`config.mk`:
```
export PLATFORM = sky130hd
export DESIGN_NAME = bse_sqrt
export DESIGN_NICKNAME = d
export VERILOG_FILES = /design/src/rtl/core/bse_pkg.sv /design/src/rtl/core/bse_sqrt.sv
export SDC_FILE = /design/constraint.sdc
export NUM_CORES = 1
export LEC_CHECK = 0
export ABC_AREA = 1
export BUFFER_PORTS_ARGS = -buffer_cell sky130_fd_sc_hd__buf_2
export CELL_PAD_IN_SITES_DETAIL_PLACEMENT = 1
export CELL_PAD_IN_SITES_GLOBAL_PLACEMENT = 1
export CORE_UTILIZATION = 44
export CTS_BUF_LIST = sky130_fd_sc_hd__clkbuf_16
export CTS_CLUSTER_DIAMETER = 200
export DETAILED_ROUTE_END_ITERATION = 6
export PLACE_DENSITY = 0.82
export SETUP_SLACK_MARGIN = 0.3
export SYNTH_ARGS = -nofsm -noshare
export SYNTH_HDL_FRONTEND = slang
export SYNTH_SLANG_ARGS = --single-unit
```
`constraint.sdc`:
```
create_clock -name i_clk -period 11.2 [get_ports i_clk]
set_clock_uncertainty 0.15 [all_clocks]
set_input_delay 0.56 -clock i_clk [delete_from_list [all_inputs] [get_ports i_clk]]
set_output_delay 0.56 -clock i_clk [all_outputs]
set_load 0.02 [all_outputs]
```
`src/rtl/core/bse_pkg.sv`:
```
package bse_pkg;

    localparam logic [63:0] C_7_3    = 64'd10021590357;
    localparam logic [63:0] C_14_3   = 64'd20043180715;
    localparam logic [63:0] C_HALF_E = 64'd309092690166;
    localparam logic [63:0] C_FULL_E = 64'd618185380332;
    localparam logic [63:0] MAX48    = 64'h0000_FFFF_FFFF_FFFF;
    localparam logic [63:0] MAX47    = 64'h0000_7FFF_FFFF_FFFF;
    localparam logic [63:0] MAX63    = 64'h7FFF_FFFF_FFFF_FFFF;

    localparam int SQRT_STEPS = 34;
    localparam int DIV_STEPS  = 64;
    localparam int MUL_PARTS  = 4;

    typedef enum logic [3:0] {
        ST_IDLE, ST_SQ, ST_SQRT, ST_D2, ST_P, ST_KD, ST_KDP, ST_E,
        ST_Q, ST_K1, ST_KQ, ST_GM, ST_DIV, ST_C, ST_DONE
    } t_state;

    typedef struct packed {
        logic        start;
        logic [63:0] a;
        logic [63:0] b;
        logic [5:0]  shift;
        logic        sat;
    } t_mul_req;

    typedef struct packed {
        logic         done;
        logic [63:0]  res;
        logic [127:0] prod;
    } t_mul_rsp;

    typedef struct packed {
        logic        start;
        logic [65:0] op;
    } t_sqrt_req;

    typedef struct packed {
        logic        done;
        logic [33:0] root;
    } t_sqrt_rsp;

    typedef struct packed {
        logic        start;
        logic [63:0] num;
        logic [33:0] den;
    } t_div_req;

    typedef struct packed {
        logic        done;
        logic [63:0] quo;
    } t_div_rsp;

endpackage

```
`src/rtl/core/bse_sqrt.sv`:
```
module bse_sqrt (
    input  logic               i_clk,
    input  logic               i_rst_n,
    input  bse_pkg::t_sqrt_req i_req,
    output bse_pkg::t_sqrt_rsp o_rsp
);
    import bse_pkg::*;

    logic [67:0] r_op;
    logic [36:0] r_rem;
    logic [33:0] r_root;
    logic [5:0]  r_cnt;
    logic        r_busy, r_done;

    logic [36:0] rem_sh, trial;
    logic        take;

    always_comb begin
        rem_sh = {r_rem[34:0], r_op[67:66]};
        trial  = {1'b0, r_root, 2'b01};
        take   = (rem_sh >= trial);
    end

    always_ff @(posedge i_clk) begin
        if (!i_rst_n) begin
            r_busy <= 1'b0;
            r_done <= 1'b0;
            r_cnt  <= '0;
        end else begin
            r_done <= 1'b0;
            if (i_req.start) begin
                r_op   <= {2'b00, i_req.op};
                r_rem  <= '0;
                r_root <= '0;
                r_cnt  <= '0;
                r_busy <= 1'b1;
            end else if (r_busy) begin
                r_op   <= {r_op[65:0], 2'b00};
                r_rem  <= take ? (rem_sh - trial) : rem_sh;
                r_root <= {r_root[32:0], take};
                r_cnt  <= r_cnt + 6'd1;
                if (r_cnt == 6'(SQRT_STEPS - 1)) begin
                    r_busy <= 1'b0;
                    r_done <= 1'b1;
                end
            end
        end
    end

    assign o_rsp.done = r_done;
    assign o_rsp.root = r_root;

endmodule

```
==> After elaboration in Yosys (flattened, before gate mapping) <==
Cells that the tools add are included.
{ "op_classes": {"n_addsub": 2, "reduce_logical": 4, "magnitude_cmp": 1, "muxes": 9, "bitwise_logic": 2, "n_eq_ne": 1} }
{ "op_table": {"columns": ["cell", "n"], "rows": [
  ["2-to-1 mux 35 bit", 2],
  ["2-to-1 mux 68 bit", 1],
  ["2-to-1 mux 66 bit", 1],
  [">= comparator 37 x 36 -> 1 bit", 1],
  ["subtractor 35 bit", 1],
  ["2-to-1 mux 34 bit", 1],
  ["adder 6 x 1 -> 6 bit, second input constant", 1],
  ["equality test 6 bit, second input constant", 1],
  ["2-to-1 mux 1 bit", 4],
  ["OR reduction 3 bit", 1],
  ["inverter 1 bit", 2],
  ["AND reduction 2 bit", 1],
  ["nonzero test 2 bit", 1],
  ["OR reduction 2 bit", 1]
]} }
{ "word_totals": {"inputBits": 69, "elab_cells": 26, "ff_bits": 145} }

==> Longest topological paths before layout <==
{ "logic_depth": {"depth_word": 4, "ltp_mapped": 17, "ltp_nobuf": 16} }

==> Worst setup path after synthesis <==
Ideal clock, no wire load.
{ "synth_timing": {"kind": "input to register", "startpoint": "input i_req[66] (netlist name)", "endpoint": "register r_op[0] (enable)", "path_buffers": 1, "required_ps": 10370, "setup_ps": 680, "setup_slack_ps": 2887, "arrival_ps": 7483, "stages": 3, "path_cell_list": "inv_1 > clkbuf_1 > a21oi_1"} }
{ "synth_between": {"elab_chain_cells": 2} }
{ "synth_rtl": {"columns": ["item", "line_no", "rtl"], "rows": [
  ["start, declared", "bse_sqrt.sv:4", "input bse_pkg::t_sqrt_req i_req,"],
  ["nonzero test 2 bit (no source line)", null, null],
  ["AND reduction 2 bit (no source line)", null, null],
  ["end signal, assigned", "bse_sqrt.sv:32", "r_op <= {2'b00, i_req.op};"],
  ["end signal, assigned", "bse_sqrt.sv:38", "r_op <= {r_op[65:0], 2'b00};"],
  ["end, declared", "bse_sqrt.sv:9", "logic [67:0] r_op;"]
]} }
Every way passes these cells.
A chain may end at the register's enable or synchronous reset.

==> Worst setup path in the final report <==
{ "layout_timing": {"startpoint": "register r_rem[21]", "endpoint": "register r_rem[16] (data pin)"} }
{ "layout_between": {"elab_chain_cells": 3} }
{ "layout_rtl": {"columns": ["item", "line_no", "rtl"], "rows": [
  ["start, declared", "bse_sqrt.sv:10", "logic [36:0] r_rem;"],
  ["start signal, assigned", "bse_sqrt.sv:39", "r_rem <= take ? (rem_sh - trial) : rem_sh;"],
  [">= comparator 37 x 36 -> 1 bit", "bse_sqrt.sv:21", "take = (rem_sh >= trial);"],
  ["2-to-1 mux 35 bit", "bse_sqrt.sv:39", null],
  ["2-to-1 mux 35 bit", "bse_sqrt.sv:37", "end else if (r_busy) begin"]
]} }
Every way passes these cells. The select of a mux whose other input is x is not followed.

==> results.toml <==
[power_and_ir_drop]
leakage_nw = 5.06
power.switching_w = 0.000548
max-vdd-ir-drop_uv = 109
pwr-share-clk = 0.368
power_frac_comb = 0.227
seq_power_share = 0.406
internal_power_w = 0.00109
p_sw_frac = 0.335
power_density_nw_per_um2 = 161

[die]
start_util = 0.451
rows = 51
die_w_um = 143
die_y_um = 143
core_area_um2 = 19500
io_pins = 104
die_area_um2 = 20600

[sta]
slew_headroom = 0.310
setup_viol = 0
hold_viol_final = 0
finalCritPeriodShare = 0.274
slew_viol_final = 0
grt_setup_unrepaired = "no"
worst_slew_pin_slew_ps = 1030
fmax_ghz = 0.325
finalSetupTns_ps = 0
fin_crit_ps = 3070

[clocking]
cts.clk_slew.worst_paths_ps = 80
cts_buffer_depth = 2
clkSinkCount = 145
clock_latency_ps = 440
postCtsResizedCells = 0
cts_buffers = 17
root_buffer = "clkbuf_16"
tritoncts = "built"
post_cts_buffers = 0
cts_hold_buf = 0
htreeDepth = 4

[grt]
grt_antenna_before_repair = 0
grt_pass1_vias = 8069
grt.overflow.total = 0
grt_max_degree = 81
grt_pass1_wl_um = 39500
globalRouteTotalUtil = 0.250

[final_layout]
fill_cells = 2524
drive_gt1_frac = 0.124
fin_nets = 1358
n_antenna_cell = 0
syn_to_final_growth_pct = 15.1
fin_util = 0.519

[synthesis]
synth_cell_types = 35
ys_seq_area_frac = 0.485
synthTopCellsByCount = "nand2_1 (449), inv_1 (165), nor2_1 (152)"
synth_nets = 1261
synth.area.top_cells = "edfxtp_1 (47%), nand2_1 (19%), inv_1 (7.0%)"
syn_area_um2 = 8810
ys_warn_count = 0
yosys.area.top_type_share = 0.467
yosysMostFrequentCell = "nand2_1"
synth_edf_count = 137
netlist_instances = 1154
synth.avg_cell_area_um2 = 7.63
synth-async-reset-ratio = 0
synth_seq_cells = 145
synth_top_area_cell = "edfxtp_1"
ys.flop_type = "edfxtp_1"

[flow_run]
cap_violations = 0

[worst_setup_path]
required_ps = 11240
critical_path.endpoint_type = "flop"
crit_fanout = 47
r2r_setup_slack_ps = 8130
worstSetupPathType = "flop to flop"
start_kind = "flop"
cp.arrival_ps = 3110

[place]
globalplace.congestion = 0.952
place_hpwl_um = 18000
port_buffers = 103

[drt]
routed_wirelength_um = 24200
drt_iter0_drc = 340
wl_per_cell_um = 15.8
routed_via_density = 4.99
dr_total_vias = 7626
dr.pass1.iters = 5
post-route-drc-count = 0
ant_nets = 0

[worst_hold_path]
holdCritPathClass = "primary input to flop"

[run_status]
status = "finished clean"
area by class of cell:
class | count | area, µm² | share of cell area
clock buffer | 17 | 425 | 0.0420
clock inverter | 15 | 183 | 0.0180
inverter | 172 | 646 | 0.0637
multi-input combinational | 808 | 3730 | 0.368
sequential | 145 | 4270 | 0.422
tap | 265 | 332 | 0.0327
timing repair buffer | 107 | 548 | 0.0541
power groups by stage:
| stage | Sequential (W) | Combinational [W] | Clock (W) |
|---|---|---|---|
| after detailed placement | 0.000676 | 0.000369 | 0 |
| after floorplan | 0.000687 | 0.000262 | 0 |
| after CTS | 0.000664 | 0.000374 | 0.000607 |
| final | 0.000664 | 0.000371 | 0.000601 |
| after global routing | 0.000668 | 0.000421 | 0.000628 |
| after global placement | 0.000673 | 0.000356 | 0 |
layer usage:
layer | global-route usage | share of wire | up-vias
li1 | - | - | 3817
met1 | 0.301 | 0.43 | 3623
met2 | 0.446 | 0.51 | 150
met3 | 0.0413 | 0.035 | 36
met4 | 0.0941 | 0.023 | 0
met5 | 0 | 0 | -
worst max-delay path, stage by stage, from the launching register on:
cell and delay [ps]:
edfxtp_1 400, ha_1 400, nand2_1 140, nor2_1 240
nand2_1 120, nor2_2 110, nand3_1 80, nand3_1 90
nor2_1 60, nand2_4 440, inv_2 290, nor2_1 180
nor2_1 70
layout by cell type (no fill, tap or decap), types with 3 or more instances in the layout:
cell and instances:
nand2_1 449, inv_1 164, nor2_1 152, edfxtp_1 137, buf_2 102, nand3_1 46, ha_1 38, a21oi_1 32
o21ai_1 23, clkbuf_16 17, nor3_1 13, xor2_1 13, o21ai_0 9, dfxtp_1 8, xnor2_1 6, inv_8 6
inv_2 5, inv_6 5, buf_4 5, nand2_2 4, o21bai_1 4, nand4_1 4, clkinv_1 3
registers in the layout, summed over array words and instances (netlist names):
signal	cells
r_op	68
r_root	34
r_rem	35
r_busy	1
r_done	1
r_cnt	6
through the flow:
stage / setup slack [ps] / hold slack [ps] / std cells / instance area [µm²] / power [W]
6_report: 8130 / 230 / 1529 / 10100 / 0.00164
5_1_grt: 7910 / 241 / 1529 / 10100 / 0.00172
4_1_cts: 8130 / 221 / 1529 / 10100 / 0.00165
3_5_place_dp: 8120 / 355 / 1497 / 9530 / 0.00104
3_3_place_gp: 8180 / 341 / 1497 / 9530 / 0.00103
2_1_floorplan: 2890 / 323 / 1154 / 8810 / 0.000949
cells by family after synthesis:
logic type / share of synthesized area
adder cells (fa/ha/maj): 0.0540
XOR/XNOR: 0.0189
AO/OA/AOI/OAI: 0.0428
buffers and inverters: 0.0929
AND/OR/NAND/NOR: 0.306
flip-flops: 0.485
path summary, 6_finish.rpt:
check             startpoint   endpoint  cells past startpoint
setup / recovery   r_rem[21]  r_rem[16]                     12
hold / removal     i_req[37]   r_op[37]                      3
setup reg to reg   r_rem[21]  r_rem[16]                     12
hold reg to reg     r_cnt[5]     r_done                      2
Power figures use the tool's default switching activity.
