==> src/rtl/core/bse_pkg.sv <==
package bse_pkg;

    localparam logic [63:0] C_7_3    = 64'd10021590357;
    localparam logic [63:0] C_14_3   = 64'd20043180715;
    localparam logic [63:0] C_HALF_E = 64'd309092690166;
    localparam logic [63:0] C_FULL_E = 64'd618185380332;
    localparam logic [63:0] MAX48    = 64'h0000_FFFF_FFFF_FFFF;
    localparam logic [63:0] MAX47    = 64'h0000_7FFF_FFFF_FFFF;
    localparam logic [63:0] MAX63    = 64'h7FFF_FFFF_FFFF_FFFF;

    localparam int SQRT_STEPS = 34;
    localparam int DIV_STEPS  = 64;
    localparam int MUL_PARTS  = 4;

    typedef enum logic [3:0] {
        ST_IDLE, ST_SQ, ST_SQRT, ST_D2, ST_P, ST_KD, ST_KDP, ST_E,
        ST_Q, ST_K1, ST_KQ, ST_GM, ST_DIV, ST_C, ST_DONE
    } t_state;

    typedef struct packed {
        logic        start;
        logic [63:0] a;
        logic [63:0] b;
        logic [5:0]  shift;
        logic        sat;
    } t_mul_req;

    typedef struct packed {
        logic         done;
        logic [63:0]  res;
        logic [127:0] prod;
    } t_mul_rsp;

    typedef struct packed {
        logic        start;
        logic [65:0] op;
    } t_sqrt_req;

    typedef struct packed {
        logic        done;
        logic [33:0] root;
    } t_sqrt_rsp;

    typedef struct packed {
        logic        start;
        logic [63:0] num;
        logic [33:0] den;
    } t_div_req;

    typedef struct packed {
        logic        done;
        logic [63:0] quo;
    } t_div_rsp;

endpackage

==> src/rtl/core/bse_mul.sv <==
module bse_mul (
    input  logic              i_clk,
    input  logic              i_rst_n,
    input  bse_pkg::t_mul_req i_req,
    output bse_pkg::t_mul_rsp o_rsp
);
    import bse_pkg::*;

    logic [63:0]  r_a, r_b, r_res;
    logic [5:0]   r_sh;
    logic         r_sat, r_busy, r_done;
    logic [127:0] r_acc;
    logic [2:0]   r_step;

    logic [31:0]  pa, pb;
    logic [63:0]  pp;
    logic [127:0] pp_sh, sh_full;
    logic [63:0]  hi_sh;

    // one 32x32 partial product per cycle
    always_comb begin
        pa      = r_step[0] ? r_a[63:32] : r_a[31:0];
        pb      = r_step[1] ? r_b[63:32] : r_b[31:0];
        pp      = pa * pb;
        pp_sh   = {64'd0, pp} << ((7'(r_step[0]) + 7'(r_step[1])) * 7'd32);
        sh_full = r_acc >> r_sh;
        hi_sh   = r_acc[127:64] >> r_sh;
    end

    always_ff @(posedge i_clk) begin
        if (!i_rst_n) begin
            r_busy <= 1'b0;
            r_done <= 1'b0;
            r_step <= '0;
        end else begin
            r_done <= 1'b0;
            if (i_req.start) begin
                r_a    <= i_req.a;
                r_b    <= i_req.b;
                r_sh   <= i_req.shift;
                r_sat  <= i_req.sat;
                r_acc  <= '0;
                r_step <= '0;
                r_busy <= 1'b1;
            end else if (r_busy) begin
                if (r_step < 3'(MUL_PARTS)) begin
                    r_acc  <= r_acc + pp_sh;
                    r_step <= r_step + 3'd1;
                end else begin
                    if (r_sat) begin
                        r_res <= (hi_sh != '0) ? '1 : sh_full[63:0];
                    end else begin
                        r_res <= r_acc[63:0] >> r_sh;
                    end
                    r_done <= 1'b1;
                    r_busy <= 1'b0;
                end
            end
        end
    end

    assign o_rsp.done = r_done;
    assign o_rsp.res  = r_res;
    assign o_rsp.prod = r_acc;

endmodule

==> config.mk <==
export PLATFORM = sky130hd
export DESIGN_NAME = bse_mul
export DESIGN_NICKNAME = d
export VERILOG_FILES = /design/src/rtl/core/bse_pkg.sv /design/src/rtl/core/bse_mul.sv
export SDC_FILE = /design/constraint.sdc
export NUM_CORES = 2
export LEC_CHECK = 0
export ABC_CLOCK_PERIOD_IN_PS = 32200
export BUFFER_PORTS_ARGS = -buffer_cell sky130_fd_sc_hd__buf_4
export CORE_MARGIN = 2
export CORE_UTILIZATION = 30
export DETAILED_ROUTE_END_ITERATION = 8
export GPL_ROUTABILITY_DRIVEN = 0
export PLACE_DENSITY = 0.47
export SLEW_MARGIN = 10
export SYNTH_ARGS = -nofsm -noshare
export SYNTH_HDL_FRONTEND = slang
export SYNTH_SLANG_ARGS = --single-unit
==> constraint.sdc <==
create_clock -name i_clk -period 32.2 [get_ports i_clk]
set_input_delay 1.61 -clock i_clk [delete_from_list [all_inputs] [get_ports i_clk]]
set_output_delay 1.61 -clock i_clk [all_outputs]
set_load 0.02 [all_outputs]
Yosys cells after proc, flatten, opt, wreduce, memory -nomap -nowiden
Cells that the tools add are included.
W data, S select, Z words.
- register bits after elaboration: 332
- logic and storage cells: 41
- $add $sub $neg: 3
- multiply operators: 1
- order comparisons: 1
- shifts and indexed selects: 4
- mux-type cells: 10
- bitwise logic cells: 4
- reduce and logical (&&, ||, !) cells: 9
- operator list (operator ; count):
    $mux W128 ; 2
    $add A128 B128 Y128 ; 1
    $mux W64 ; 2
    $shl A64 B7 Y128 ; 1
    $shr A128 B6 Y64 ; 1
    $shr A64 B6 Y64 ; 2
    $mul A32 B32 Y64 ; 1
    $mux W32 ; 2
    $reduce_bool A64 Y1 ; 1
    $mux W1 ; 4
    $not A1 Y1 ; 4
    $reduce_and A2 Y1 ; 2
    $reduce_and A4 Y1 ; 1
    $reduce_bool A2 Y1 ; 2
    $add A3 B1 Y3 const B ; 1
    $lt A3 B3 Y1 const B ; 1
    $reduce_and A3 Y1 ; 1
    $reduce_or A3 Y1 ; 1
    $add A1 B1 Y2 ; 1
    $reduce_or A2 Y1 ; 1

Longest topological paths before layout
- depth after elaboration: 6
- depth in mapped cells: 47
- gate-level depth less buffers: 42

Worst setup path after synthesis
Ideal clock, no wire load.
- path type: reg-to-reg
- from: register r_step[0]
- to: register r_acc[123] (data pin)
- library setup time: 0.266 ns
- arrival time: 11.062 ns
- required time: 31.934 ns
- setup slack: 20.872 ns
- stages on the path, launching flop included: 45
- buffers on the path: 4
- cell sequence: dfxtp_1 clkbuf_1 buf_1 mux2i_1 clkbuf_1 nor2_1 fa_1 inv_1 fa_1 fa_1 fa_1 inv_1 fa_1 inv_1 fa_1 inv_1 fa_1 fa_1 [9 not listed] xor2_1 nor2_1 a21oi_1 nor2_1 ha_1 clkbuf_1 nand4_1 nor4_1 a221oi_1 o21ai_0 o2bb2ai_1 a211oi_1 a211oi_1 o21ai_0 or3_1 o21ai_0 xnor2_1 nor2_1
- word-level cells in the longest chain between the ends: 6
- ends and longest elaborated chain (what ; line ; RTL):
    from (decl) ; bse_mul.sv:13 ; logic [2:0] r_step;
    from (signal assigned) ; bse_mul.sv:48 ; r_step <= r_step + 3'd1;
    $mux W32 ; bse_mul.sv:22 ; pa = r_step[0] ? r_a[63:32] : r_a[31:0];
    $mul A32 B32 Y64 ; bse_mul.sv:24 ; pp = pa * pb;
    $shl A64 B7 Y128 * ; bse_mul.sv:25 ; pp_sh = {64'd0, pp} << ((7'(r_step[0]) + 7'(r_step[1])) * 7'd32);
    $add A128 B128 Y128 * ; bse_mul.sv:47 ; r_acc <= r_acc + pp_sh;
    $mux W128 * ; bse_mul.sv:46 ; if (r_step < 3'(MUL_PARTS)) begin
    $mux W128 * ; bse_mul.sv:45 ; end else if (r_busy) begin
    to (signal assigned) ; bse_mul.sv:47 ;
    to (decl) ; bse_mul.sv:12 ; logic [127:0] r_acc;
Every way passes the cells marked *; elsewhere a longest branch is shown, timed or not. The select of a mux whose other input is x is not followed.
A chain may end at the register's enable or synchronous reset.

Worst setup path after layout
- from: register r_step[1]
- to: register r_acc[116] (data pin)
- word-level cells in the longest chain between the ends: 6
- ends and longest elaborated chain (what ; line ; RTL):
    $mux W32 ; bse_mul.sv:23 ; pb = r_step[1] ? r_b[63:32] : r_b[31:0];
    $mul A32 B32 Y64 ; bse_mul.sv:24 ;
    $shl A64 B7 Y128 * ; bse_mul.sv:25 ;
    $add A128 B128 Y128 * ; bse_mul.sv:47 ;
    $mux W128 * ; bse_mul.sv:46 ;
    $mux W128 * ; bse_mul.sv:45 ;
Marks and branches as above.

==> flow_summary_export.csv <==
group,metric,value,unit
status,outcome,"completed",
place,buffer_ports.inserted,330,
timing,rsz0062_at_grt,"false",
logic_synthesis,proportion_of_register_bits_with_asynchronous_set_or_reset_after_synthesis,0,
cts,clk_transition_reported_paths,70,ps
global_routing,grt_max_degree,95,
cts,clock_tree_from_tritoncts,"done",
finish,final.fill_count,21100,
timing,achievable-frequency,0.0723,GHz
flow_run,timing.max_cap.violations,0,
critical_path,critPathMostFrequentCell,"sky130_fd_sc_hd__fa_1",
floorplan,die_outline_area,207000,sq um
cts,ctsHoldBuffers,0,
finish,fraction_of_layout_cells_with_a_size_suffix_above_1,0.111,
routing,postRouteAntennaNets,0,
logic_synthesis,synthesis.area_per_instance,8.76,sq um
cts,root_buffer,"sky130_fd_sc_hd__clkbuf_16",
min_path,worstHoldPathType,"reg -> reg",
global_routing,globalRouteTotalUtil,0.235,
cts,numCtsBuffers,46,
floorplan,die_w,455,um
timing,report.final.slew_viol_count,0,
floorplan,placement_rows,165,
place,dp_hpwl,196,mm
cts,cts_setup_buffers,0,
logic_synthesis,postSynthCellCount,6969,
logic_synthesis,netlist-cell-type-count,83,
global_routing,antenna_found_initial,2,
logic_synthesis,number_of_flops_mapped_to_enable_cells_by_yosys,327,
critical_path,timing.critical_path.slowest_cell_delay,850,ps
timing,timing.final.hold_violations,0,
finish,nets,8465,
logic_synthesis,fraction_of_the_yosys_area_taken_by_sequential_cells,0.163,
routing,avgViaCountPerCell,5.30,
routing,first_pass_iters,6,
global_routing,grt_first_pass_wirelength,357,mm
finish,multi_input_comb_area,46300,sq um
logic_synthesis,mappedNetlistNets,8395,
logic_synthesis,synth-main-ff-cell,"sky130_fd_sc_hd__edfxtp_1",
cts,cts-htree-levels,2,
routing,totalWireLength,246,mm
cts,clock-sinks,332,
critical_path,worst_ep_arrival_time,14270,ps
finish,ff_latch_area,9930,sq um
critical_path,crit_path_max_fanout,37,
routing,drc_marker_count_from_the_first_detailed_route_iteration,4745,
timing,timing.final.setup_violations,0,
timing,timing.final.crit_period,13830,ps
cts,cts_buffer_depth,3,
routing,drc,0,
logic_synthesis,synthesis.area,61000,sq um
timing,layout_worst_path_cycle_share,0.430,
timing,max_slew_margin,0.151,
routing,route.detailed.wl_per_inst,25.2,um
critical_path,crit_path_end_kind,"flop",
critical_path,worst_path_max_delay_cell,"sky130_fd_sc_hd__a211oi_1",
floorplan,initial_core_util,0.302,
critical_path,start_kind,"flop",
cts,worst_skew_pair.late_latency,700,ps
floorplan,ios,331,
global_routing,globalRouteOverflowTotal,0,
logic_synthesis,ys_warnings,0,
timing,tightest_slew,1270,ps
global_routing,number_of_global_route_vias_before_repair,52900,
floorplan,chipHeight,455,um
logic_synthesis,yosys_register_bits,332,
floorplan,design.core.area,202000,sq um
critical_path,critical_path_class,"reg -> reg",
routing,dr_total_vias,51700,
timing,finalSetupTns,0,ps
cts,cts.repair.resized,0,
critical_path,data_required_time_at_the_worst_endpoint,32640,ps
timing,timing.clock.skew,73.6,ps
finish,syn2layout_area_growth,11.1,%
-- final timing paths --
| kind | start | depth (start not counted) | slack (ps) | end |
|---|---|---|---|---|
| setup / recovery | r_step[1] | 42 | 18370 | r_acc[116] |
| hold / removal | r_step[2] | 2 | 510 | r_step[2] |
| setup reg to reg | r_step[1] | 42 | 18370 | r_acc[116] |
| hold reg to reg | r_step[2] | 2 | 510 | r_step[2] |
-- metrics by stage --
stage                util  area (sq um)  cells  hold slack [ps]  setup WS [ps]
global placement    0.328         66300   9663              473          18580
global route        0.335         67800   9747              546          17750
CTS                 0.335         67800   9746              509          18470
detailed placement  0.328         66300   9663              493          18450
finish              0.335         67800   9749              507          18370
floorplan               -         61000   6969              446          20870
-- sequential cells by signal, summed over array words and instances, names as in the netlist --
name / cells
r_step: 3
r_sat: 1
r_acc: 128
r_b: 64
r_busy: 1
r_sh: 6
r_res: 64
r_a: 64
r_done: 1
-- cell families (layout without fill, tap and decap cells) --
kind of cell,after synthesis,count (layout),synth area share
compound gates,1079,1079,0.111
xor+xnor,186,186,0.0267
fa+ha+maj,1288,1288,0.374
buf+inv,1341,1446,0.0840
flops,332,332,0.163
mux,380,380,0.0821
other cells,0,3,0
simple gates,2363,2363,0.159
-- worst max-delay path, delay by kind of cell, from the launching register on --
kind	cells	cell delay, ps
AND/OR/NAND/NOR	4	650
AO/OA/AOI/OAI	18	5510
multiplexers	2	900
flip-flops	1	690
XOR/XNOR	2	420
adder cells (fa/ha/maj)	10	4370
buffers and inverters	6	980
-- cell type report --
| cell class | instances | share of cell area |
|---|---|---|
| antenna | 3 | 0.000111 |
| clock buffer | 49 | 0.0171 |
| clock inverter | 34 | 0.00497 |
| inverter | 931 | 0.0516 |
| multi-input combinational | 5296 | 0.683 |
| sequential | 332 | 0.146 |
| tap | 2672 | 0.0493 |
| timing repair buffer | 432 | 0.0478 |
-- cell usage in the layout, fill, tap and decap left out, drive strengths merged, types with 28 or more instances in the layout --
master and instances:
and2 62, xor2 66, o211ai 39, inv 936, a31oi 51, a211oi 46
mux4 87, mux2i 198, xnor2 120, fa 897, o22ai 33, nor3 33
mux2 95, nor2 1076, a21oi 336, ha 391, clkbuf 49, nand3 54
o21bai 54, o21a 28, buf 432, nand2 935, edfxtp 327, o21ai 240
nand4 82, a21o 111
-- cells in the mapped netlist (all sizes together), types with 10 or more instances --
master | instances | area (sq um)
xor2 | 66 | 578
nor2b | 25 | 156
o221ai | 22 | 193
a221oi | 11 | 96.3
o21a | 28 | 210
inv | 930 | 3490
o211ai | 39 | 293
xnor2 | 120 | 1050
clkbuf | 322 | 1210
and3 | 11 | 68.8
a211oi | 46 | 355
nor2 | 1076 | 4040
a21o | 111 | 833
buf | 88 | 420
mux2 | 95 | 1070
a21boi | 16 | 120
nand2b | 19 | 119
o31ai | 12 | 100
nor3 | 33 | 165
a22oi | 14 | 105
edfxtp | 327 | 9820
nand2 | 935 | 3510
fa | 897 | 18000
or3 | 11 | 68.8
a21oi | 336 | 1690
ha | 391 | 4890
or2 | 14 | 87.6
a31oi | 51 | 319
o21bai | 54 | 405
o21ai | 240 | 1220
nand3 | 54 | 270
mux2i | 198 | 1980
nor4 | 16 | 100
nand4 | 82 | 513
o22ai | 33 | 206
and4 | 10 | 87.6
mux4 | 87 | 1960
and2 | 62 | 388
-- routing by layer --
metal  GRT usage  share of wire  vias up
met5           0              0        -
met4       0.118          0.058        0
met3      0.0385          0.070      424
met2       0.377           0.46     2169
met1       0.305           0.41    26100
li1            -              -    23000
Power is left out: the tool's default activity adds up to more than one toggle a clock period on the data nets, which glitch-free logic cannot reach.
