`src/rtl/core/bse_pkg.sv`:
```
package bse_pkg;

    localparam logic [63:0] C_7_3    = 64'd10021590357;
    localparam logic [63:0] C_14_3   = 64'd20043180715;
    localparam logic [63:0] C_HALF_E = 64'd309092690166;
    localparam logic [63:0] C_FULL_E = 64'd618185380332;
    localparam logic [63:0] MAX48    = 64'h0000_FFFF_FFFF_FFFF;
    localparam logic [63:0] MAX47    = 64'h0000_7FFF_FFFF_FFFF;
    localparam logic [63:0] MAX63    = 64'h7FFF_FFFF_FFFF_FFFF;

    localparam int SQRT_STEPS = 34;
    localparam int DIV_STEPS  = 64;
    localparam int MUL_PARTS  = 4;

    typedef enum logic [3:0] {
        ST_IDLE, ST_SQ, ST_SQRT, ST_D2, ST_P, ST_KD, ST_KDP, ST_E,
        ST_Q, ST_K1, ST_KQ, ST_GM, ST_DIV, ST_C, ST_DONE
    } t_state;

    typedef struct packed {
        logic        start;
        logic [63:0] a;
        logic [63:0] b;
        logic [5:0]  shift;
        logic        sat;
    } t_mul_req;

    typedef struct packed {
        logic         done;
        logic [63:0]  res;
        logic [127:0] prod;
    } t_mul_rsp;

    typedef struct packed {
        logic        start;
        logic [65:0] op;
    } t_sqrt_req;

    typedef struct packed {
        logic        done;
        logic [33:0] root;
    } t_sqrt_rsp;

    typedef struct packed {
        logic        start;
        logic [63:0] num;
        logic [33:0] den;
    } t_div_req;

    typedef struct packed {
        logic        done;
        logic [63:0] quo;
    } t_div_rsp;

endpackage

```
`src/rtl/core/bse_div.sv`:
```
module bse_div (
    input  logic              i_clk,
    input  logic              i_rst_n,
    input  bse_pkg::t_div_req i_req,
    output bse_pkg::t_div_rsp o_rsp
);
    import bse_pkg::*;

    logic [63:0] r_q;
    logic [33:0] r_rem, r_den;
    logic [5:0]  r_cnt;
    logic        r_busy, r_done;

    logic [34:0] rem_sh, diff;
    logic        take;

    always_comb begin
        rem_sh = {r_rem, r_q[63]};
        diff   = rem_sh - {1'b0, r_den};
        take   = (rem_sh >= {1'b0, r_den});
    end

    always_ff @(posedge i_clk) begin
        if (!i_rst_n) begin
            r_busy <= 1'b0;
            r_done <= 1'b0;
            r_cnt  <= '0;
        end else begin
            r_done <= 1'b0;
            if (i_req.start) begin
                r_q    <= i_req.num;
                r_den  <= i_req.den;
                r_rem  <= '0;
                r_cnt  <= '0;
                r_busy <= 1'b1;
            end else if (r_busy) begin
                r_rem <= take ? diff[33:0] : rem_sh[33:0];
                r_q   <= {r_q[62:0], take};
                r_cnt <= r_cnt + 6'd1;
                if (r_cnt == 6'(DIV_STEPS - 1)) begin
                    r_busy <= 1'b0;
                    r_done <= 1'b1;
                end
            end
        end
    end

    assign o_rsp.done = r_done;
    assign o_rsp.quo  = r_q;

endmodule

```
`config.mk`:
```
export PLATFORM = sky130hd
export DESIGN_NAME = bse_div
export DESIGN_NICKNAME = d
export VERILOG_FILES = /design/src/rtl/core/bse_pkg.sv /design/src/rtl/core/bse_div.sv
export SDC_FILE = /design/constraint.sdc
export NUM_CORES = 1
export LEC_CHECK = 0
export BUFFER_PORTS_ARGS = -buffer_cell sky130_fd_sc_hd__clkbuf_2
export CAP_MARGIN = 10
export CORE_AREA = 4 4 161 163
export CTS_BUF_LIST = sky130_fd_sc_hd__clkbuf_4 sky130_fd_sc_hd__clkbuf_8 sky130_fd_sc_hd__clkbuf_16
export CTS_CLUSTER_SIZE = 25
export DETAILED_ROUTE_END_ITERATION = 10
export DIE_AREA = 0 0 165 167
export SLEW_MARGIN = 10
export SYNTH_ARGS = -nofsm -noshare
export SYNTH_HDL_FRONTEND = slang
export SYNTH_SLANG_ARGS = --single-unit
```
`constraint.sdc`:
```
create_clock -name i_clk -period 4.95 [get_ports i_clk]
set_input_delay 0.99 -clock i_clk [delete_from_list [all_inputs] [get_ports i_clk]]
set_output_delay 0.99 -clock i_clk [all_outputs]
set_load 0.03 [all_outputs]
```
## Word level (Yosys, flattened, before mapping)

Cells that the tools add are included.

- Add/subtract/negate cells: 2
- $mul: 0
- Div/mod/pow operators: 0
- $lt $le $gt $ge: 1
- Equality and inequality tests: 1
- Shifts and indexed selects: 0
- Muxes and demuxes: 8
- Bitwise logic cells: 2
- Reduce and logical (&&, ||, !) cells: 5

Operators by type and width:

| kind | number |
|---|---|
| $mux 64 | 2 |
| $mux 34 | 2 |
| $ge 35x34->1 | 1 |
| $sub 34x34->34 | 1 |
| $add 6x1->6 const B | 1 |
| $eq 6x6->1 const B | 1 |
| $mux 1 | 4 |
| $reduce_and 2->1 | 2 |
| $reduce_or 3->1 | 1 |
| $not 1->1 | 2 |
| $reduce_bool 2->1 | 1 |
| $reduce_or 2->1 | 1 |

- Register bits after elaboration: 140
- Bits in latches: 0
- Bits in writable memories: 0
- Bits in read-only memories: 0
- Input port bits: 101
- Output and inout port bits: 65
- Word-level logic and storage cells: 25
- Memories: 0

## Longest topological paths before layout

Gate-level depths: netlist of the first run.

- Depth in word-level cells: 4
- Mapped depth: 13
- Depth with buffers taken out: 13

## Worst setup path before layout of the first run

No wires, ideal clock.

- Path type: input-to-reg
- Start: in i_req[98] (netlist bit)
- End: reg r_q[0] (enable)
- Setup time: 0.465 ns
- Arrival: 3.479 ns
- Required time: 4.485 ns
- Path slack: 1.006 ns
- Stages on the path: 2
- Buffers on the path: 1
- Path through: clkbuf_1 -> o21a_1

- Longest elaborated chain between the ends: 2

Ends and longest elaborated chain:

| what | RTL line | text |
|---|---|---|
| start, declared | bse_div.sv:4 | `input bse_pkg::t_div_req i_req,` |
| $reduce_bool 2->1 (no source line) | -- |  |
| $reduce_and 2->1 (no source line) | -- |  |
| end signal, assigned | bse_div.sv:31 | `r_q <= i_req.num;` |
| end signal, assigned | bse_div.sv:38 | `r_q <= {r_q[62:0], take};` |
| end, declared | bse_div.sv:9 | `logic [63:0] r_q;` |

No other way between the ends.
A chain may end at the register's enable or synchronous reset.

## Worst setup path in the final report of the first run

- Start: reg r_rem[7]
- End: reg r_rem[9] (data pin)

- Longest elaborated chain between the ends: 3
- Elaborated cells on any way between the ends: 4
- Those cells by class: 1 x add/sub; 1 x order compare; 2 x mux

Ends and longest elaborated chain:

| what | RTL line | text |
|---|---|---|
| start, declared | bse_div.sv:10 | `logic [33:0] r_rem, r_den;` |
| start signal, assigned | bse_div.sv:37 | `r_rem <= take ? diff[33:0] : rem_sh[33:0];` |
| $sub 34x34->34 or $ge 35x34->1 (tied branches) | bse_div.sv:19, bse_div.sv:20 |  |
| $mux 34 (*) | bse_div.sv:37 |  |
| $mux 34 (*) | bse_div.sv:36 | `end else if (r_busy) begin` |

Mark *: on every way between the ends. The rest lies on a longest branch, timed or not. The select of a mux whose other input is x is not followed.

==> impl_metrics.ini, run 1 <==
[floorplan]
dieArea_um2 = 27600
initial_core_util_pct = 31.7
core-area_um2 = 24300
fp-row-count = 57
fp.dieH_um = 167
ios = 166
die_x_um = 165

[yosys]
synth.area.top_cells = edfxtp_1, mux2_2, ha_1
yosys-mux-area-fraction_pct = 13.1
synth_top_flop_cell = edfxtp_1
synth_seq_area_share_pct = 53.6
synthSimpleGateAreaFrac_pct = 8.51
async_flop_share_pct = 0
ys_top_cells_by_count = edfxtp_1, mux2_2, nor2_1
yosysMostFrequentCell = edfxtp_1
ys_warn_count = 0
synth_top_family_by_area = multiplexers
synth_top_area_cell = edfxtp_1
syn_avg_cell_area_um2 = 12.4
mappedNetlistNets = 757
yosys.area.top_type_share_pct = 51.5
synth-compound-area-share_pct = 10.6
synth-xor-area-share_pct = 3.75
synth_cell_types = 65
synth_edf_count = 132
ys_seq_elements = 140
netlist_area_um2 = 7700
synth_fa_ha_area_share_pct = 5.95
synthesis.instances = 620

[clocking]
post_cts_resized = 0
cts_setup_buffers = 0
clkSlewWorstSetupHoldPaths_ns = 0.07
cts_buffer_depth = 2
clock_latency_ns = 0.43
numCtsBuffers = 17
tritoncts = yes
h-tree-depth = 4
hold_buffers = 0
clkSinkCount = 140
cts_root_buffer = clkbuf_16

[sta]
slew_violations = 0
tightest_slew_ns = 0.922
rsz0062_at_grt = no
finClkSkew_ns = 0.0127
worst_slack_ns = 1.50
tns_ns = 0
fmax_mhz = 290
finalCriticalPeriod_ns = 3.45
timing.final.crit_share_pct = 69.6
slew_headroom_pct = 38.5
hold_viol = 0
setup_viol = 0

[setup_path]
critPathSlowestCell = a21oi_4
worst-path-buf-inv = 1
crit_family = compound AO/OA/AOI/OAI gates
crit_path_start = r_rem[7]
r2r-start = r_rem[7]
cp-start-kind = flip-flop
crit_path_max_incr_delay_ns = 0.59
cp_max_fo = 17
cp-end-kind = flip-flop
required_ns = 5.10
critical_path_class = flip-flop to flip-flop
worstPathCellList = ha_1, nand4_1, a21oi_1, o21a_2, o211ai_2, a211oi_4, o21ai_2, a21oi_4, buf_4, mux2i_1, nor2_1
cp.arrival_ns = 3.60

[outcome]
status = completed

[drt]
drt-wirelength-per-cell_um = 16.1
drc = 0
drt_wl_total_mm = 18.0
postRouteAntennaNets = 0
viasPerCell = 4.75
drtIter0Drc = 196
first_pass_iters = 5
vias = 5313

[layout]
drive_gt1_share_pct = 37.5
final_cells = 1119
nets = 919
n_antenna_cell = 0
fin_util_pct = 38.6
fill_cells = 2374
syn_to_final_growth_pct = 21.8

[grt]
grt_pass1_wl_mm = 29.3
antenna_found_initial = 0
overflow = 0
grt_pass1_vias = 5566
grt_max_degree = 65
grtUsageTotal_pct = 13.4

[pwr]
ir_drop_mv = 0.177
p_leak_nw = 3.88
p_per_area_nw_per_um2 = 382

[placement]
port-buffer-count = 165
gp_congestion = 0.790
hpwl_mm = 13.0
place_ws_ns = 1.48
dp_cells = 1087

[flow_run]
drv_cap = 0

[min_path]
hold_path.class = flip-flop to flip-flop
worstHoldStart = r_cnt[5]
## where the power goes
group          switching (mW)  internal [mW]
clock network           0.570          0.718
logic                   0.479          0.353
registers              0.0462           1.42
total                    1.10           2.49
## routing by layer
layer  share of wire [%]  vias up  GRT usage [%]
met3                 9.4       13           6.35
li1                    -     2622              -
met2                  45      163           20.4
met4                 1.0        0           3.18
met1                  44     2515           17.3
met5                   0        -              0
## sequential cells by signal, summed over array words and instances (netlist names)
register,cells
r_q,64
r_den,34
r_rem,34
r_cnt,6
r_busy,1
r_done,1
## cell type report
| cell class | count | area (µm²) | share of cell area [%] |
|---|---|---|---|
| Sequential cell | 140 | 4120 | 44.0 |
| Tap cell | 324 | 405 | 4.32 |
| Clock buffer | 18 | 433 | 4.62 |
| Multi-Input combinational cell | 410 | 3240 | 34.5 |
| Timing Repair Buffer | 170 | 866 | 9.23 |
| Clock inverter | 14 | 148 | 1.57 |
| Inverter | 43 | 161 | 1.72 |
## cells by family after synthesis
family | Yosys count
xor+xnor | 33
flops | 140
mux | 93
compound gates | 112
buf+inv | 70
fa+ha+maj | 36
simple gates | 136
## stage by stage
stage / hold WS, ns / cell area, µm² / total power [mW]
final: 0.494 / 9380 / 3.58
after global routing: 0.536 / 9380 / 3.78
after CTS: 0.496 / 9380 / 3.63
after detailed placement: 0.487 / 8800 / 2.32
after global placement: 0.471 / 8800 / 2.32
after floorplan: 0.458 / 7700 / 2.15
## path summary, 6_finish.rpt
kind	end	slack (ns)	depth (start not counted)
min	r_cnt[5]	0.49	2
max	r_rem[9]	1.50	11
max reg2reg	r_rem[9]	1.50	11
min reg2reg	r_cnt[5]	0.49	2
## worst reg2reg max path, stage by stage, from the launching register on
cell and delay [ns]:
edfxtp_1 0.40, ha_1 0.43, nand4_1 0.18, a21oi_1 0.16, o21a_2 0.19, o211ai_2 0.16, a211oi_4 0.29, o21ai_2 0.10
a21oi_4 0.59, buf_4 0.40, mux2i_1 0.23, nor2_1 0.05
## layout by cell type, fill, tap and decap left out, drive strengths merged, types with 2 or more instances in the layout
cell type / netlist / final
and3: 4 / 4
dfxtp: 8 / 8
nor3b: 3 / 3
clkinvlp: 0 / 3
o21ai: 16 / 16
buf: 14 / 6
inv: 43 / 52
o41ai: 2 / 2
nand2b: 7 / 7
o31ai: 2 / 2
o21a: 5 / 5
nand2: 25 / 25
xor2: 8 / 8
clkbuf: 13 / 182
o311ai: 4 / 4
nor2: 59 / 59
o21bai: 4 / 4
mux2i: 29 / 29
mux2: 64 / 64
nor4b: 2 / 2
xnor2: 25 / 25
a21oi: 38 / 38
a211oi: 10 / 10
ha: 35 / 35
o211ai: 3 / 3
or2: 2 / 2
nand3: 7 / 7
nor3: 9 / 9
a21o: 14 / 14
nand4: 8 / 8
and2: 2 / 2
a31o: 3 / 3
edfxtp: 132 / 132
or3: 4 / 4
(Power assumes the default switching activity.)
==> run 2, diff against run 1 <==
--- a/config.mk
+++ b/config.mk
@@ -5,13 +5,14 @@
 export SDC_FILE = /design/constraint.sdc
 export NUM_CORES = 1
 export LEC_CHECK = 0
+export ABC_AREA = 1
 export BUFFER_PORTS_ARGS = -buffer_cell sky130_fd_sc_hd__clkbuf_2
 export CAP_MARGIN = 10
-export CORE_AREA = 4 4 161 163
+export CORE_AREA = 4 4 169 171
 export CTS_BUF_LIST = sky130_fd_sc_hd__clkbuf_4 sky130_fd_sc_hd__clkbuf_8 sky130_fd_sc_hd__clkbuf_16
 export CTS_CLUSTER_SIZE = 25
 export DETAILED_ROUTE_END_ITERATION = 10
-export DIE_AREA = 0 0 165 167
+export DIE_AREA = 0 0 173 175
 export SLEW_MARGIN = 10
 export SYNTH_ARGS = -nofsm -noshare
 export SYNTH_HDL_FRONTEND = slang
==> constraint.sdc (replaced) <==
create_clock -name i_clk -period 3.5 [get_ports i_clk]
set_input_delay 0.7 -clock i_clk [delete_from_list [all_inputs] [get_ports i_clk]]
set_output_delay 0.7 -clock i_clk [all_outputs]
set_load 0.03 [all_outputs]
==> impl_metrics.ini, run 2 <==
[outcome]
status = completed

[grt]
grt_pass1_vias = 7167
grt_max_degree = 86
overflow = 0
grtUsageTotal_pct = 14.8
antenna_found_initial = 0
grt_pass1_wl_mm = 36.5

[pwr]
pwr-share-seq_pct = 38.6
p_leak_nw = 5.33
p_per_area_nw_per_um2 = 539
power.clock.fraction_pct = 33.3
ir_drop_mv = 0.268
p_switching_mw = 1.95
pwr-share-comb_pct = 28.1
intPower_mw = 3.58
switching_share_pct = 35.3

[sta]
worst_slack_ns = 0.860
timing.final.crit_share_pct = 75.4
finClkSkew_ns = 0.0136
finalCriticalPeriod_ns = 2.64
fmax_mhz = 379
tightest_slew_ns = 0.836
setup_viol = 0
rsz0062_at_grt = no
slew_headroom_pct = 44.3
slew_violations = 0
tns_ns = 0
hold_viol = 0

[placement]
place_ws_ns = 0.851
port-buffer-count = 165
gp_congestion = 0.905
hpwl_mm = 16.8

[drt]
drt_wl_total_mm = 22.5
met3_length_mm = 1.81
drt-wirelength-per-cell_um = 14.0
drtIter0Drc = 490
drc = 0
postRouteAntennaNets = 0
met1_length_mm = 10.2
first_pass_iters = 5
wl_met2_mm = 10.2
viasPerCell = 4.49
dr.max_layer_used = met4
vias = 7224

[yosys]
async_flop_share_pct = 0
synth_cell_types = 39
ys_warn_count = 0
syn_avg_cell_area_um2 = 7.80
yosys.area.top_type_share_pct = 46.5
synth_top_flop_cell = edfxtp_1
netlist_area_um2 = 8520
synth.area.top_cells = edfxtp_1, nand2_1, inv_1
synth_seq_area_share_pct = 48.4
synthesis.instances = 1092
yosysMostFrequentCell = nand2_1
mappedNetlistNets = 1229
ys_seq_elements = 140
ys_top_cells_by_count = nand2_1, inv_1, edfxtp_1
synth_edf_count = 132
synth_top_area_cell = edfxtp_1

[clocking]
post_cts_resized = 0
clkSlewWorstSetupHoldPaths_ns = 0.07
tritoncts = yes
clkSinkCount = 140
clock_latency_ns = 0.42
cts_buffer_depth = 2
cts_setup_buffers = 0
numCtsBuffers = 17
h-tree-depth = 4
cts_root_buffer = clkbuf_16
hold_buffers = 0

[layout]
final_cell_mix = nand2_1, clkbuf_2, inv_1
final_common_cell = nand2_1
multi_input_area_um2 = 3610
regMostFlops = r_q
regArea_um2 = 4120
drive_gt1_share_pct = 18.9
syn_to_final_growth_pct = 20.4
largest_reg_flops = 64
fill_cells = 2822
top_regs = r_q x64, r_den x34, r_rem x34
n_antenna_cell = 0
nets = 1393

[setup_path]
critical_path_class = flip-flop to flip-flop
rr_worst_depth = 12
r2r_slack_ns = 0.86
cp-end-kind = flip-flop
critPathSlowestCell = edfxtp_1
r2r-end = r_rem[20]
worst-path-buf-inv = 3
crit_path_max_incr_delay_ns = 0.39
cp-start-kind = flip-flop
cp.arrival_ns = 2.81
crit_family = simple AND/OR/NAND/NOR gates
worstPathCellList = ha_1, nand2_1, inv_1, nand2_1, inv_2, nand3_1, nor3_1, a21oi_2, nand2_8, inv_6, nor2_1, nor2_1
cp_max_fo = 45
r2r-start = r_rem[14]
required_ns = 3.67

[min_path]
worstHoldStart = i_req[14]
hold_path_end = r_den[14]
hold_path.class = primary input to flip-flop
whs_path_depth = 1

[floorplan]
dieArea_um2 = 30300
ios = 166
fp-row-count = 60
initial_core_util_pct = 31.7
die_x_um = 173
core-area_um2 = 26900
fp.dieH_um = 175

[flow_run]
drv_cap = 0
## run 2: changes by cell type after synthesis, sizes merged, moves of 10 or more
cell	previous run	this run
a21oi	38	24
xnor2	25	1
nand3	7	25
nor2	59	110
inv	43	166
a211oi	10	0
nand2	25	485
mux2i	29	0
mux2	64	0
a21o	14	0
o21bai	4	24
## run 2: layout make-up
type                    instances  area share, %
clock buffers                  18           4.22
clock inverters                14           1.44
inverters                     167           6.16
multi-input cells             759           35.2
flip-flops and latches        140           40.2
well taps                     341           4.16
repair buffers                171           8.61
## run 2: through the flow
step / total power, mW / utilization [%] / std cells / instance area, µm² / hold WS (ns)
after floorplan: 3.34 / - / 1092 / 8520 / 0.439
after global placement: 3.71 / 36.0 / 1578 / 9670 / 0.451
after detailed placement: 3.72 / 36.0 / 1578 / 9670 / 0.478
after CTS: 5.59 / 38.2 / 1610 / 10300 / 0.434
after global routing: 5.87 / 38.2 / 1610 / 10300 / 0.434
final: 5.53 / 38.2 / 1610 / 10300 / 0.453
## run 2: worst max path at each step
stage / to / cells after the start / slack [ns] / from
after floorplan: r_q[0] / 3 / 0.84 / i_req[98]
after global placement: r_rem[22] / 12 / 0.79 / r_rem[14]
after detailed placement: r_rem[20] / 12 / 0.85 / r_rem[14]
after CTS: r_rem[20] / 12 / 0.84 / r_rem[13]
after global routing: r_rem[20] / 12 / 0.59 / r_rem[13]
final: r_rem[20] / 12 / 0.86 / r_rem[14]
## run 2: routing by layer
metal,global-route usage (%),vias to the layer above
li1,-,3729
met1,19.0,3225
met2,24.3,248
met3,4.76,22
met4,3.59,0
met5,0,-
## run 2: cells by family (layout without fill, tap and decap cells)
kind of cell	after synthesis	after routing	synth area share [%]
and+or+nand+nor	648	648	30.9
DFF	140	140	48.4
adders and majority gates	36	36	5.38
xor gates and xnor gates	17	17	1.75
buffers and inverters	193	370	9.31
AOI/OAI and AO/OA	58	58	4.22
## run 2: power groups by stage
stage | clock, mW | combinational (mW) | sequential [mW]
floorplan | 0 | 1.06 | 2.28
global placement | 0 | 1.55 | 2.16
detailed placement | 0 | 1.56 | 2.17
CTS | 1.89 | 1.56 | 2.14
global route | 1.96 | 1.76 | 2.15
finish | 1.84 | 1.55 | 2.13
==> run 3, diff against run 2 <==
==> constraint.sdc (replaced) <==
create_clock -name i_clk -period 2.4 [get_ports i_clk]
set_input_delay 0.48 -clock i_clk [delete_from_list [all_inputs] [get_ports i_clk]]
set_output_delay 0.48 -clock i_clk [all_outputs]
set_load 0.03 [all_outputs]
==> impl_metrics.ini, run 3 (synthesis results as in run 2) <==
[outcome]
status = completed

[floorplan]
core-area_um2 = 26900
ios = 166
die_x_um = 173
dieArea_um2 = 30300
initial_core_util_pct = 31.7
fp-row-count = 60
fp.dieH_um = 175

[placement]
place_ws_ns = -0.0732
hpwl_mm = 17.2
port-buffer-count = 165
gp_congestion = 0.936

[layout]
final_cell_mix = nand2_1, clkbuf_2, inv_1
regMostFlops = r_q
final_common_cell = nand2_1
syn_to_final_growth_pct = 29.5
nets = 1425
fill_cells = 2784
drive_gt1_share_pct = 25.8
n_antenna_cell = 0
top_regs = r_q x64, r_den x34, r_rem x34
largest_reg_flops = 64

[clocking]
tritoncts = yes
hold_buffers = 0
clkSinkCount = 140
h-tree-depth = 4
numCtsBuffers = 17
cts_buffer_depth = 2
cts_root_buffer = clkbuf_16
clock_latency_ns = 0.44
clkSlewWorstSetupHoldPaths_ns = 0.07

[drt]
drc = 0
postRouteAntennaNets = 0
vias = 7315
viasPerCell = 4.45
drt-wirelength-per-cell_um = 14.1
first_pass_iters = 5
drtIter0Drc = 306
drt_wl_total_mm = 23.1

[pwr]
p_per_area_nw_per_um2 = 769
p_leak_nw = 5.53
ir_drop_mv = 0.431
finalPower_mw = 8.48

[min_path]
hold_path_end = r_den[30]
hold_path.class = primary input to flip-flop
whs_path_depth = 1
worstHoldStart = i_req[30]

[sta]
setup_viol = 0
tightest_slew_ns = 0.622
slew_violations = 0
timing.final.crit_share_pct = 95.1
finClkSkew_ns = 0.0189
hold_viol = 0
slew_headroom_pct = 58.5
worst_slack_ns = 0.117
fmax_mhz = 438
finalCriticalPeriod_ns = 2.28

[setup_path]
cp.arrival_ns = 2.47
cp-start-kind = flip-flop
critical_path_class = flip-flop to flip-flop
r2r-end = r_rem[22]
required_ns = 2.58
worstPathCellList = ha_4, buf_4, nand2_2, nor2_2, nand2_1, nand3b_4, nand2_2, nand2_2, nand2_4, nand2_8, buf_12, buf_4, o21bai_1, nor2_1
rr_worst_depth = 14
r2r_slack_ns = 0.12
critPathSlowestCell = edfxtp_1
crit_path_max_incr_delay_ns = 0.44
r2r-start = r_rem[7]
cp_max_fo = 19
cp-end-kind = flip-flop
cp_common_cell = nand2_2

[grt]
grt_pass1_wl_mm = 36.5
grt_pass1_vias = 7197
overflow = 0
grt_max_degree = 64
antenna_found_initial = 0
grtUsageTotal_pct = 14.8

[flow_run]
drv_cap = 0
-- run 3: timing repair --
item / CTS / global route
setup endpoints to repair: 13 / 34
hold endpoints to repair: 0 / 0
pin swaps: 0 / 10
gates resized for setup: 4 / 68
buffers inserted: 0 / 8
-- run 3: worst max-delay path by stage --
stage | startpoint | to | slack (ns) | depth (start not counted)
final | r_rem[7] | r_rem[22] | 0.12 | 14
after global routing | r_den[16] | r_rem[15] | -0.03 | 16
after CTS | r_rem[27] | r_rem[20] | 0.001 | 11
after detailed placement | r_rem[25] | r_rem[16] | -0.07 | 13
after global placement | r_rem[25] | r_rem[15] | 0.03 | 13
after floorplan | r_q[63] | r_rem[20] | 0.15 | 16
-- run 3: layout make-up --
type | count | area, µm² | area share [%]
multi-input cells | 759 | 4070 | 36.9
flip-flops and latches | 140 | 4120 | 37.4
inverters | 167 | 632 | 5.73
well taps | 341 | 427 | 3.87
clock inverters | 15 | 174 | 1.58
clock buffers | 17 | 425 | 3.86
repair buffers | 203 | 1170 | 10.6
-- run 3: power by group --
group,switching [mW],internal (mW)
Sequential,0.165,2.99
Clock,1.28,1.41
Combinational,1.61,1.02
Total,3.06,5.42
-- run 3: critical path, delay by kind of cell (launching register included) --
family          cells  cell delay, ns
compound gates      1            0.13
flops               1            0.44
fa+ha+maj           1            0.26
buf+inv             3            0.44
simple gates        9            0.77
-- run 3: per-layer routing --
metal / share of wire (%) / track usage [%]
met2: 46 / 24.6
met5: 0 / 0
met4: 1.4 / 4.02
met1: 45 / 18.7
met3: 7.0 / 4.67
-- run 3: metrics by stage --
stage / cells / area [µm²] / hold slack (ns) / TNS [ns] / utilization [%]
after floorplan: 1092 / 8520 / 0.439 / 0 / -
after global placement: 1602 / 9900 / 0.450 / 0 / 36.8
after CTS: 1634 / 10500 / 0.202 / 0 / 39.2
after global routing: 1642 / 11000 / 0.201 / -0.127 / 41.0
final: 1642 / 11000 / 0.219 / 0 / 41.0
after detailed placement: 1602 / 9900 / 0.458 / -0.372 / 36.8
